===== config.mk =====
export PLATFORM = sky130hd
export DESIGN_NAME = sorted_min_price_queue_top
export DESIGN_NICKNAME = d
export VERILOG_FILES = /design/src/rtl/smpq_pkg.sv /design/src/rtl/smpq_store.sv /design/src/rtl/sorted_min_price_queue_top.sv
export SDC_FILE = /design/constraint.sdc
export NUM_CORES = 1
export LEC_CHECK = 0
export ABC_CLOCK_PERIOD_IN_PS = 9590
export BUFFER_PORTS_ARGS = -buffer_cell sky130_fd_sc_hd__buf_4
export CAP_MARGIN = 30
export CORE_ASPECT_RATIO = 1.1
export CORE_MARGIN = 2
export CORE_UTILIZATION = 45
export DETAILED_ROUTE_END_ITERATION = 6
export PLACE_DENSITY = 0.59
export SLEW_MARGIN = 20
export SYNTH_ARGS = -nofsm -noshare
export SYNTH_HDL_FRONTEND = slang
export SYNTH_SLANG_ARGS = --single-unit

===== constraint.sdc =====
create_clock -name clk -period 9.59 [get_ports clk]
set_input_delay 1.918 -clock clk [delete_from_list [all_inputs] [get_ports clk]]
set_output_delay 1.918 -clock clk [all_outputs]
set_load 0.03 [all_outputs]

===== src/rtl/smpq_pkg.sv =====
// ----------------------------------------------------------------------------
// smpq_pkg
// Shared sizes, codes and types for the sorted minimum-price queue.
// ----------------------------------------------------------------------------
package smpq_pkg;

  localparam int CAPACITY   = 16;
  localparam int TAG_BITS   = 16;
  localparam int PRICE_BITS = 20;
  localparam int SUM_BITS   = 24;
  localparam int IDX_W      = $clog2(CAPACITY);
  localparam int CNT_W      = $clog2(CAPACITY + 1);
  localparam int ERR_W      = 2;

  localparam logic FUNC_INSERT = 1'b0;
  localparam logic FUNC_REMOVE = 1'b1;

  localparam logic [ERR_W-1:0] ERR_NONE  = 2'd0;
  localparam logic [ERR_W-1:0] ERR_FULL  = 2'd1;
  localparam logic [ERR_W-1:0] ERR_EMPTY = 2'd2;

  typedef struct packed {
    logic [TAG_BITS-1:0]   tag;
    logic [PRICE_BITS-1:0] price;
  } entry_t;

endpackage


===== src/rtl/smpq_store.sv =====
// ----------------------------------------------------------------------------
// smpq_store
// Entry store: one write port, one read port with registered read data.
// ----------------------------------------------------------------------------
module smpq_store
  import smpq_pkg::*;
(
  input  logic             clk,
  input  logic             we,
  input  logic [IDX_W-1:0] wr_addr,
  input  entry_t           wr_data,
  input  logic [IDX_W-1:0] rd_addr,
  output entry_t           rd_data
);

  entry_t mem [CAPACITY];
  entry_t rd_data_r;

  always_ff @(posedge clk) begin
    if (we) begin
      mem[wr_addr] <= wr_data;
    end
    rd_data_r <= mem[rd_addr];
  end

  assign rd_data = rd_data_r;

endmodule


===== src/rtl/sorted_min_price_queue_top.sv =====
// ----------------------------------------------------------------------------
// sorted_min_price_queue_top
// Sorted priority queue of tagged entries, ascending price, with running sum.
// ----------------------------------------------------------------------------
// Insert: entries are read from the tail down; each that sorts above the new
// entry moves up one slot, then the new entry is written (at once if empty).
// Remove: each later entry moves down one slot; a dropped or refused beat
// goes straight to the result. One beat at a time: in_stall holds until the
// result is loaded; the single read port of the entry store sets the pace.
// Reset clears count, sum, state and out_valid; store contents stay undefined.
// ----------------------------------------------------------------------------
module sorted_min_price_queue_top
  import smpq_pkg::*;
(
  input  logic                  clk,
  input  logic                  rst_n,
  input  logic                  in_valid,
  output logic                  in_stall,
  input  logic                  in_func,
  input  logic [TAG_BITS-1:0]   in_tag,
  input  logic [PRICE_BITS-1:0] in_price,
  output logic                  out_valid,
  input  logic                  out_stall,
  output logic [TAG_BITS-1:0]   out_head_tag,
  output logic [PRICE_BITS-1:0] out_head_price,
  output logic [CNT_W-1:0]      out_count,
  output logic [SUM_BITS-1:0]   out_sum_total,
  output logic                  out_empty_res,
  output logic [ERR_W-1:0]      out_error
);

  localparam logic [2:0] ST_IDLE    = 3'd0;
  localparam logic [2:0] ST_INS_RD  = 3'd1;
  localparam logic [2:0] ST_INS_CMP = 3'd2;
  localparam logic [2:0] ST_INS_PUT = 3'd3;
  localparam logic [2:0] ST_REM_RD  = 3'd4;
  localparam logic [2:0] ST_REM_WR  = 3'd5;
  localparam logic [2:0] ST_FIN     = 3'd6;

  logic [2:0]          state_r, state_nxt;
  logic [CNT_W-1:0]    count_r, count_nxt;
  logic [SUM_BITS-1:0] sum_r, sum_nxt;
  logic [IDX_W-1:0]    idx_r, idx_nxt;
  logic [ERR_W-1:0]    err_r, err_nxt;
  entry_t              new_r, new_nxt;
  entry_t              head_r, head_nxt;
  logic                out_valid_r, out_valid_nxt;
  logic                out_load;

  logic [TAG_BITS-1:0]   out_tag_r;
  logic [PRICE_BITS-1:0] out_price_r;
  logic [CNT_W-1:0]      out_count_r;
  logic [SUM_BITS-1:0]   out_sum_r;
  logic                  out_empty_r;
  logic [ERR_W-1:0]      out_err_r;

  logic             mem_we;
  logic [IDX_W-1:0] mem_wa;
  entry_t           mem_wd;
  logic [IDX_W-1:0] mem_ra;
  entry_t           mem_rd;
  logic             moves;
  logic [CNT_W-1:0] idx_ext;

  smpq_store u_store (
    .clk     (clk),
    .we      (mem_we),
    .wr_addr (mem_wa),
    .wr_data (mem_wd),
    .rd_addr (mem_ra),
    .rd_data (mem_rd)
  );

  assign idx_ext = CNT_W'(idx_r);
  assign moves   = (idx_r == '0) ? (mem_rd.price > new_r.price)
                                 : (mem_rd.price >= new_r.price);
  assign in_stall = (state_r != ST_IDLE);
  assign out_load = (state_r == ST_FIN) && (!out_valid_r || !out_stall);

  always_comb begin
    state_nxt = state_r;
    count_nxt = count_r;
    sum_nxt   = sum_r;
    idx_nxt   = idx_r;
    err_nxt   = err_r;
    new_nxt   = new_r;
    head_nxt  = head_r;
    mem_we    = 1'b0;
    mem_wa    = idx_r;
    mem_wd    = mem_rd;
    mem_ra    = idx_r;
    case (state_r)
      ST_IDLE: begin
        if (in_valid) begin
          new_nxt.tag   = in_tag;
          new_nxt.price = in_price;
          err_nxt       = ERR_NONE;
          if (in_func == FUNC_INSERT) begin
            if (count_r == CNT_W'(CAPACITY)) begin
              err_nxt   = ERR_FULL;
              state_nxt = ST_FIN;
            end else if (count_r == '0) begin
              idx_nxt   = '0;
              state_nxt = ST_INS_PUT;
            end else begin
              idx_nxt   = IDX_W'(count_r - CNT_W'(1));
              state_nxt = ST_INS_RD;
            end
          end else begin
            if (count_r == '0) begin
              err_nxt   = ERR_EMPTY;
              state_nxt = ST_FIN;
            end else begin
              sum_nxt   = sum_r - SUM_BITS'(head_r.price);
              count_nxt = count_r - CNT_W'(1);
              idx_nxt   = '0;
              state_nxt = (count_r == CNT_W'(1)) ? ST_FIN : ST_REM_RD;
            end
          end
        end
      end
      ST_INS_RD: begin
        mem_ra    = idx_r;
        state_nxt = ST_INS_CMP;
      end
      ST_INS_CMP: begin
        if (moves) begin
          mem_we = 1'b1;
          mem_wa = idx_r + IDX_W'(1);
          mem_wd = mem_rd;
          if (idx_r == '0) begin
            state_nxt = ST_INS_PUT;
          end else begin
            idx_nxt   = idx_r - IDX_W'(1);
            state_nxt = ST_INS_RD;
          end
        end else begin
          idx_nxt   = idx_r + IDX_W'(1);
          state_nxt = ST_INS_PUT;
        end
      end
      ST_INS_PUT: begin
        mem_we    = 1'b1;
        mem_wa    = idx_r;
        mem_wd    = new_r;
        count_nxt = count_r + CNT_W'(1);
        sum_nxt   = sum_r + SUM_BITS'(new_r.price);
        if (idx_r == '0) begin
          head_nxt = new_r;
        end
        state_nxt = ST_FIN;
      end
      ST_REM_RD: begin
        mem_ra    = idx_r + IDX_W'(1);
        state_nxt = ST_REM_WR;
      end
      ST_REM_WR: begin
        mem_we = 1'b1;
        mem_wa = idx_r;
        mem_wd = mem_rd;
        if (idx_r == '0) begin
          head_nxt = mem_rd;
        end
        if (idx_ext + CNT_W'(1) == count_r) begin
          state_nxt = ST_FIN;
        end else begin
          idx_nxt   = idx_r + IDX_W'(1);
          state_nxt = ST_REM_RD;
        end
      end
      ST_FIN: begin
        if (out_load) begin
          state_nxt = ST_IDLE;
        end
      end
      default: begin
        state_nxt = ST_IDLE;
      end
    endcase
  end

  always_comb begin
    out_valid_nxt = out_valid_r;
    if (out_load) begin
      out_valid_nxt = 1'b1;
    end else if (out_valid_r && !out_stall) begin
      out_valid_nxt = 1'b0;
    end
  end

  always_ff @(posedge clk) begin
    if (!rst_n) begin
      state_r     <= ST_IDLE;
      count_r     <= '0;
      sum_r       <= '0;
      out_valid_r <= 1'b0;
    end else begin
      state_r     <= state_nxt;
      count_r     <= count_nxt;
      sum_r       <= sum_nxt;
      out_valid_r <= out_valid_nxt;
    end
  end

  always_ff @(posedge clk) begin
    idx_r  <= idx_nxt;
    err_r  <= err_nxt;
    new_r  <= new_nxt;
    head_r <= head_nxt;
    if (out_load) begin
      out_tag_r   <= (count_r == '0) ? '0 : head_r.tag;
      out_price_r <= (count_r == '0) ? '0 : head_r.price;
      out_count_r <= count_r;
      out_sum_r   <= sum_r;
      out_empty_r <= (count_r == '0);
      out_err_r   <= err_r;
    end
  end

  assign out_valid      = out_valid_r;
  assign out_head_tag   = out_tag_r;
  assign out_head_price = out_price_r;
  assign out_count      = out_count_r;
  assign out_sum_total  = out_sum_r;
  assign out_empty_res  = out_empty_r;
  assign out_error      = out_err_r;

endmodule


==> flow_metrics.py, run 1 <==
metrics = {
    "synth": {
        "postSynthRegisterBits": 791,
        "netlist_instances": 1791,
        "async_flop_share_pct": 0,
        "avgSynthCellArea_sq_um": 17.8,
        "synth-edff-count": 722,
        "ys_seq_area_share_pct": 72.2,
        "yosys_warnings": 0,
        "syn_area_sq_mm": 0.0320,
        "yosysUniqueCellTypes": 71,
        "synth_fp_nets": 1884,
        "ys.flop_type": "edfxtp_1",
    },
    "global_route": {
        "grt_pass1_wl_mm": 106,
        "overflow": 0,
        "antenna_found_initial": 1,
        "grt_max_degree": 145,
        "grt_use_total_pct": 19.3,
        "grt_pass1_vias": 17200,
    },
    "timing": {
        "setup_viol": 0,
        "layout_min_cycle_time_ns": 4.80,
        "drv_slew": 0,
        "setup_tns_ns": 0,
        "grt_setup_unrepaired": "false",
        "relSlewSlack_pct": 31.5,
        "whs_ns": 0.421,
        "finalCritPeriodShare_pct": 50.1,
        "skew_ns": 0.0256,
        "max_freq_mhz": 208,
        "hold_viol_final": 0,
        "worst_pin_slew_ns": 1.02,
    },
    "critical_path": {
        "slowest_delay_ns": 0.75,
        "worstPathMaxFanout": 24,
        "arrival_ns": 5.13,
        "required_ns": 9.92,
        "critPathKind": "reg -> reg",
        "start_kind": "flop",
        "r2r_setup_slack_ns": 4.79,
        "crit_path_end_kind": "flop",
        "crit_slowest_cell": "a31oi_1",
        "worstPathCellList": "inv_1 -> ha_1 -> nand4_1 -> nor4_1 -> nand2b_1 -> o211ai_1 -> a21oi_1 -> buf_4 -> nor2_1 -> ha_1 -> a21oi_1 -> nor2_1 -> a31oi_1 -> nor2_4 -> buf_4",
    },
    "die": {
        "die_width_microns": 258,
        "coreArea_sq_mm": 0.0703,
        "die-area_sq_mm": 0.0732,
        "die_h_microns": 283,
        "start_util_pct": 45.4,
        "num_rows": 102,
        "io-pin-count": 111,
    },
    "place": {
        "dpl_cell_area_sq_mm": 0.0341,
        "gp_congestion": 0.859,
        "numPortBuffers": 110,
        "dpl.hpwl_mm": 39.3,
    },
    "route": {
        "routed_wl_mm": 69.9,
        "num_vias": 16600,
        "wl_per_cell_microns": 23.7,
        "final_antenna_net_count": 0,
        "drtIter0Drc": 1172,
        "drc": 0,
        "viasPerCell": 5.63,
        "drt_pass1_iterations": 5,
    },
    "layout": {
        "n_fill_cell": 5565,
        "area_delta_synth_final_pct": 15.7,
        "layout_common_cells": "edfxtp_1 (722), mux4_2 (180), nand2_1 (177)",
        "drive_gt1_share_pct": 25.9,
        "layout.nets": 2032,
        "register_area_sq_mm": 0.0231,
        "final_common_cell": "edfxtp_1",
        "fin_area_sq_mm": 0.0370,
        "post-route-util_pct": 52.6,
        "multi_input_area_sq_mm": 0.00859,
        "antenna_cells": 0,
    },
    "power": {
        "worst_ir_drop_vdd_uv": 235,
        "finalPower_mw": 11.8,
        "p_leak_nw": 12.4,
        "power_per_cell_area_mw_per_mm2": 318,
    },
    "run": {
        "maxCapViolations": 0,
    },
    "clocking": {
        "cts_htree_levels": 3,
        "clk_latency_ns": 0.65,
        "cts_tree": "yes",
        "cts_root_buf": "clkbuf_16",
        "ctsHoldBuffers": 0,
        "post_cts_buffers": 0,
        "cts_resized": 0,
        "clkSinkCount": 791,
        "clk_pin_slew_ns": 0.06,
        "cts.path.max_buffers": 3,
        "cts_inserted_buffers": 81,
    },
    "run_status": {
        "status": "complete, no violations",
    },
    "min_path": {
        "hp-class": "reg -> reg",
    },
}
## layer usage
| metal | GRT usage, % | vias up | part of all wire [%] |
|---|---|---|---|
| met5 | 0 | - | 0 |
| met4 | 6.43 | 0 | 2.4 |
| met3 | 2.65 | 99 | 5.2 |
| met2 | 32.6 | 492 | 50 |
| met1 | 26.0 | 8622 | 43 |
| li1 | - | 7376 | - |
## flip-flops by register name, indices dropped and copies added, names as in the netlist
signal / cells
out_count: 5
head_r: 36
out_error: 2
new_r: 36
out_head_tag: 16
out_valid: 1
out_sum_total: 24
idx_r: 4
state_r: 3
u_store.mem: 576
out_head_price: 20
u_store.rd_data: 36
err_r: 2
count_r: 5
out_empty_res: 1
sum_r: 24
## final timing paths
kind                                start             endpoint  cells after the start
worst min register to register   err_r[1]         out_error[1]                      0
worst max-delay path            new_r[17]  u_store.mem[14][35]                     15
worst max register to register  new_r[17]  u_store.mem[14][35]                     15
worst min-delay path             err_r[1]         out_error[1]                      0
## layout make-up
type / count / share of cell area, %
Inverter: 42 / 0.426
Timing Repair Buffer: 149 / 3.15
Sequential cell: 791 / 62.4
Clock buffer: 107 / 5.99
Tap cell: 936 / 3.17
Multi-Input combinational cell: 874 / 23.2
Clock inverter: 45 / 1.66
## cell usage after synthesis (14+ instances only)
library cell | number | area (sq um)
mux4_2 | 180 | 4050
a21oi_1 | 50 | 250
clkbuf_1 | 51 | 191
nand2_1 | 177 | 664
inv_1 | 42 | 158
dfxtp_1 | 69 | 1380
ha_1 | 51 | 638
nor2b_1 | 41 | 257
xor2_1 | 23 | 201
buf_2 | 20 | 100
xnor2_1 | 21 | 184
nand3_1 | 16 | 80.1
mux2_2 | 16 | 180
o21ai_0 | 61 | 305
nor2_1 | 67 | 251
nor3_1 | 14 | 70.1
edfxtp_1 | 722 | 21700
## cell families (layout without fill, tap and decap cells)
logic type,after synthesis,count (layout),synth area share [%]
adder cells (fa/ha/maj),52,52,2.06
AO/OA/AOI/OAI,190,190,3.65
multiplexers,200,200,13.4
XOR/XNOR,44,44,1.21
buffers and inverters,126,343,1.69
AND/OR/NAND/NOR,388,388,5.85
flip-flops,791,791,72.2
## metrics by stage
stage          setup slack (ns)  cells
2_1_floorplan              3.83   1791
3_3_place_gp               4.93   2789
3_5_place_dp               4.80   2790
4_1_cts                    4.78   2942
5_1_grt                    4.53   2944
6_report                   4.79   2944
## where the power goes
group	switching (mW)	leakage (nW)	total, mW	internal (mW)
clock	1.35	1.37	3.30	1.95
combinational	2.09	3.94	3.63	1.54
sequential	0.184	7.11	4.84	4.65
## worst max-delay path: cells and delay by family (launching register included)
| kind | cells | cell delay (ns) |
|---|---|---|
| compound gates | 4 | 1.21 |
| fa+ha+maj | 2 | 0.58 |
| flops | 1 | 0.36 |
| buf+inv | 3 | 0.67 |
| simple gates | 6 | 1.64 |
(Power assumes the default switching activity.)
==> run 2: changes to the inputs <==
- ABC_CLOCK_PERIOD_IN_PS: 9590 -> 4800
- clock period: 9.59 -> 4.8 ns (I/O delays scaled with it)
==> flow_metrics.py, run 2 (synthesized netlist as in run 1, its figures left out) <==
metrics = {
    "run_status": {
        "status": "complete, no violations",
    },
    "timing": {
        "setup_tns_ns": 0,
        "layout_min_cycle_time_ns": 4.42,
        "hold_viol_final": 0,
        "setup_viol": 0,
        "relSlewSlack_pct": 36.3,
        "drv_slew": 0,
        "skew_ns": 0.0198,
        "worst_pin_slew_ns": 0.955,
        "max_freq_mhz": 226,
        "grt_setup_unrepaired": "false",
        "finalCritPeriodShare_pct": 92.1,
    },
    "layout": {
        "post-route-util_pct": 53.1,
        "n_fill_cell": 5527,
        "largest-register": "u_store.mem",
        "largest_reg_flops": 576,
        "layout.nets": 2050,
        "antenna_cells": 0,
        "drive_gt1_share_pct": 26.2,
        "final_common_cell": "edfxtp_1",
        "area_delta_synth_final_pct": 16.8,
        "layout_common_cells": "edfxtp_1 (722), mux4_2 (180), nand2_1 (177)",
        "fin_area_sq_mm": 0.0373,
    },
    "die": {
        "die-area_sq_mm": 0.0732,
        "die_h_microns": 283,
        "io-pin-count": 111,
        "coreArea_sq_mm": 0.0703,
        "num_rows": 102,
        "start_util_pct": 45.4,
        "die_width_microns": 258,
    },
    "critical_path": {
        "critPathTopFamily": "simple AND/OR/NAND/NOR gates",
        "arrival_ns": 4.97,
        "critPathKind": "reg -> reg",
        "crit_path_end_kind": "flop",
        "slowest_delay_ns": 0.43,
        "worstPathMaxFanout": 5,
        "crit_slowest_cell": "edfxtp_1",
        "critical_path_buf_inv_count": 1,
        "worstPathCellList": "inv_1 -> ha_1 -> nor3b_2 -> nand2_1 -> or2_2 -> or3_1 -> or2_2 -> nor2_1 -> xor2_1 -> o21ai_0 -> ha_1 -> a21o_1 -> a21oi_1 -> a31oi_1 -> a31oi_1 -> xor2_1 -> or3_1 -> a21oi_1",
        "start_kind": "flop",
        "required_ns": 5.35,
    },
    "clocking": {
        "cts.path.max_buffers": 3,
        "clk_pin_slew_ns": 0.06,
        "cts_inserted_buffers": 82,
        "post_cts_buffers": 0,
        "cts_tree": "yes",
        "clkSinkCount": 791,
        "cts_htree_levels": 3,
        "cts_resized": 0,
        "clk_latency_ns": 0.64,
        "cts_root_buf": "clkbuf_16",
        "ctsHoldBuffers": 0,
    },
    "global_route": {
        "grt_pass1_vias": 17200,
        "grt_pass1_wl_mm": 107,
        "grt_max_degree": 81,
        "overflow": 0,
        "grt_use_total_pct": 19.6,
        "antenna_found_initial": 2,
    },
    "route": {
        "drtIter0Drc": 1199,
        "wl_per_cell_microns": 24.0,
        "num_vias": 16800,
        "routed_wl_mm": 71.0,
        "final_antenna_net_count": 0,
        "drc": 0,
        "viasPerCell": 5.67,
        "drt_pass1_iterations": 5,
    },
    "power": {
        "finalPower_mw": 23.4,
        "switching_share_pct": 30.6,
        "power_per_cell_area_mw_per_mm2": 627,
        "p_leak_nw": 12.5,
        "p_int_mw": 16.2,
        "power_frac_clock_pct": 27.5,
        "seqPwrFrac_pct": 41.4,
        "power_switching_mw": 7.16,
        "worst_ir_drop_vdd_uv": 718,
        "combPwrFrac_pct": 31.1,
    },
    "run": {
        "maxCapViolations": 0,
    },
    "place": {
        "gp_congestion": 0.902,
        "dpl_cell_area_sq_mm": 0.0346,
        "dpl.hpwl_mm": 41.7,
        "numPortBuffers": 110,
    },
    "min_path": {
        "hp-class": "reg -> reg",
    },
}
## run 2: final cells by class
| type | instances | area (sq um) | share of cell area [%] |
|---|---|---|---|
| Clock buffer | 104 | 2180 | 5.85 |
| Clock inverter | 48 | 583 | 1.56 |
| Inverter | 42 | 158 | 0.422 |
| Multi-Input combinational cell | 874 | 8580 | 23.0 |
| Sequential cell | 791 | 23100 | 61.8 |
| Tap cell | 936 | 1170 | 3.14 |
| Timing Repair Buffer | 166 | 1580 | 4.24 |
## run 2: final timing paths
path             start           end  slack [ns]  depth (start not counted)
min reg2reg   err_r[1]  out_error[1]        0.42                          0
max reg2reg  head_r[0]     sum_r[23]        0.38                         18
min           err_r[1]  out_error[1]        0.42                          0
max          head_r[0]     sum_r[23]        0.38                         18
## run 2: power groups by stage
stage          clock (mW)  sequential, mW  combinational [mW]
3_3_place_gp            0            9.79                7.26
3_5_place_dp            0            9.82                7.38
6_report             6.44            9.68                7.27
5_1_grt              6.87            9.76                7.89
4_1_cts              6.60            9.68                7.41
2_1_floorplan           0            9.71                5.19
## run 2: stage by stage
step                      worst slack, ns  instances  hold WS [ns]
after floorplan                   0.00209       1791         0.400
after global placement              0.636       2807         0.410
after detailed placement            0.403       2808         0.412
after CTS                           0.384       2960         0.423
after global routing               0.0693       2961         0.436
final                               0.381       2961         0.421
## run 2: metal layers
metal	up-vias	share of wire, %	global-route usage [%]	routed length [microns]
met4	0	2.3	6.23	1640
met2	490	51	33.8	36300
met5	-	0	0	0
met3	102	5.1	2.93	3610
li1	7426	-	-	-
met1	8773	41	25.5	29400
==> run 3: changes to the inputs <==
- PLACE_DENSITY: 0.59 -> 0.68
==> flow_metrics.py, run 3 (synthesized netlist as in run 1, its figures left out) <==
metrics = {
    "global_route": {
        "overflow": 0,
        "grt_pass1_vias": 17100,
        "grt_use_total_pct": 19.4,
        "antenna_found_initial": 0,
        "grt_max_degree": 145,
        "grt_pass1_wl_mm": 107,
    },
    "layout": {
        "drive_gt1_share_pct": 26.5,
        "register_area_sq_mm": 0.0231,
        "area_delta_synth_final_pct": 16.5,
        "largest_reg_flops": 576,
        "final_common_cell": "edfxtp_1",
        "n_fill_cell": 5421,
        "multi_input_area_sq_mm": 0.00859,
        "largest-register": "u_store.mem",
        "layout.nets": 2043,
        "antenna_cells": 0,
        "layout_common_cells": "edfxtp_1 (722), mux4_2 (180), nand2_1 (177)",
    },
    "power": {
        "seqPwrFrac_pct": 41.6,
        "switching_share_pct": 30.5,
        "power_switching_mw": 7.13,
        "combPwrFrac_pct": 30.7,
        "p_int_mw": 16.2,
        "p_leak_nw": 12.5,
        "worst_ir_drop_vdd_uv": 591,
        "power_per_cell_area_mw_per_mm2": 627,
        "power_frac_clock_pct": 27.8,
    },
    "critical_path": {
        "required_ns": 5.32,
        "start_kind": "flop",
        "arrival_ns": 4.85,
        "crit_slowest_cell": "nor4_2",
        "critical_path_buf_inv_count": 0,
        "critPathKind": "reg -> reg",
        "worstPathMaxFanout": 6,
        "worstPathCellList": "nor4_2 -> nand3b_1 -> or3_4 -> nor3_1 -> xor2_1 -> o21ai_0 -> ha_1 -> a21oi_1 -> a21boi_0 -> o31ai_1 -> nand3_1 -> a21oi_1 -> o21ai_0 -> mux2i_1 -> a311o_1",
        "critPathTopFamily": "compound AO/OA/AOI/OAI gates",
        "crit_path_end_kind": "flop",
        "slowest_delay_ns": 0.46,
    },
    "die": {
        "die_h_microns": 283,
        "start_util_pct": 45.4,
        "coreArea_sq_mm": 0.0703,
        "die-area_sq_mm": 0.0732,
        "die_width_microns": 258,
        "io-pin-count": 111,
        "num_rows": 102,
    },
    "route": {
        "viasPerCell": 5.70,
        "final_antenna_net_count": 0,
        "routed_wl_mm": 70.4,
        "drtIter0Drc": 1482,
        "drc": 0,
        "drt_pass1_iterations": 6,
        "wl_per_cell_microns": 23.8,
        "num_vias": 16800,
    },
    "clocking": {
        "cts_resized": 0,
        "post_cts_buffers": 0,
        "cts.path.max_buffers": 3,
        "cts_root_buf": "clkbuf_16",
        "ctsHoldBuffers": 0,
        "cts_htree_levels": 3,
        "cts_tree": "yes",
        "clk_pin_slew_ns": 0.06,
        "clk_latency_ns": 0.64,
        "cts_inserted_buffers": 81,
        "clkSinkCount": 791,
    },
    "timing": {
        "max_freq_mhz": 231,
        "layout_min_cycle_time_ns": 4.33,
        "setup_tns_ns": 0,
        "relSlewSlack_pct": 36.1,
        "finalCritPeriodShare_pct": 90.3,
        "grt_setup_unrepaired": "false",
        "skew_ns": 0.0318,
        "drv_slew": 0,
        "worst_pin_slew_ns": 0.958,
        "hold_viol_final": 0,
        "whs_ns": 0.428,
        "setup_viol": 0,
    },
    "run_status": {
        "status": "complete, no violations",
    },
    "place": {
        "gp_congestion": 0.859,
        "numPortBuffers": 110,
        "dpl.hpwl_mm": 38.9,
    },
    "run": {
        "maxCapViolations": 0,
    },
    "min_path": {
        "hp-class": "reg -> reg",
    },
}
## run 3: power by group through the flow
stage / clock network [mW] / registers, mW / logic (mW)
3_3_place_gp: 0 / 9.81 / 7.05
5_1_grt: 6.85 / 9.78 / 7.78
2_1_floorplan: 0 / 9.71 / 5.19
6_report: 6.48 / 9.71 / 7.16
4_1_cts: 6.60 / 9.71 / 7.26
3_5_place_dp: 0 / 9.84 / 7.22
## run 3: area by class of cell
cell class                 instances  share of cell area (%)
sequential                       791                    62.0
multi-input combinational        874                    23.1
clock buffer                     104                    6.14
timing repair buffer             160                    3.77
tap                              936                    3.15
clock inverter                    48                    1.46
inverter                          42                   0.424
## run 3: metal layers
layer | global-route usage (%) | up-vias | share of wire (%)
li1 | - | 7402 | -
met4 | 6.00 | 0 | 2.2
met2 | 32.7 | 566 | 50
met1 | 26.4 | 8765 | 42
met5 | 0 | - | 0
met3 | 2.72 | 107 | 5.3
## run 3: stage by stage
step	setup slack (ns)	instance area, sq um	total power, mW	util, %	cells
2_1_floorplan	0.00209	32000	14.9	-	1791
3_3_place_gp	0.623	34400	16.9	48.9	2803
3_5_place_dp	0.568	34400	17.1	48.9	2803
4_1_cts	0.527	37200	23.6	52.9	2955
5_1_grt	0.131	37200	24.4	52.9	2955
6_report	0.465	37200	23.4	52.9	2955
## run 3: path summary, 6_finish.rpt
check	startpoint	endpoint	slack, ns	cells after the start
max	head_r[3]	sum_r[21]	0.47	15
max reg2reg	head_r[3]	sum_r[21]	0.47	15
min	err_r[0]	out_error[0]	0.43	0
min reg2reg	err_r[0]	out_error[0]	0.43	0
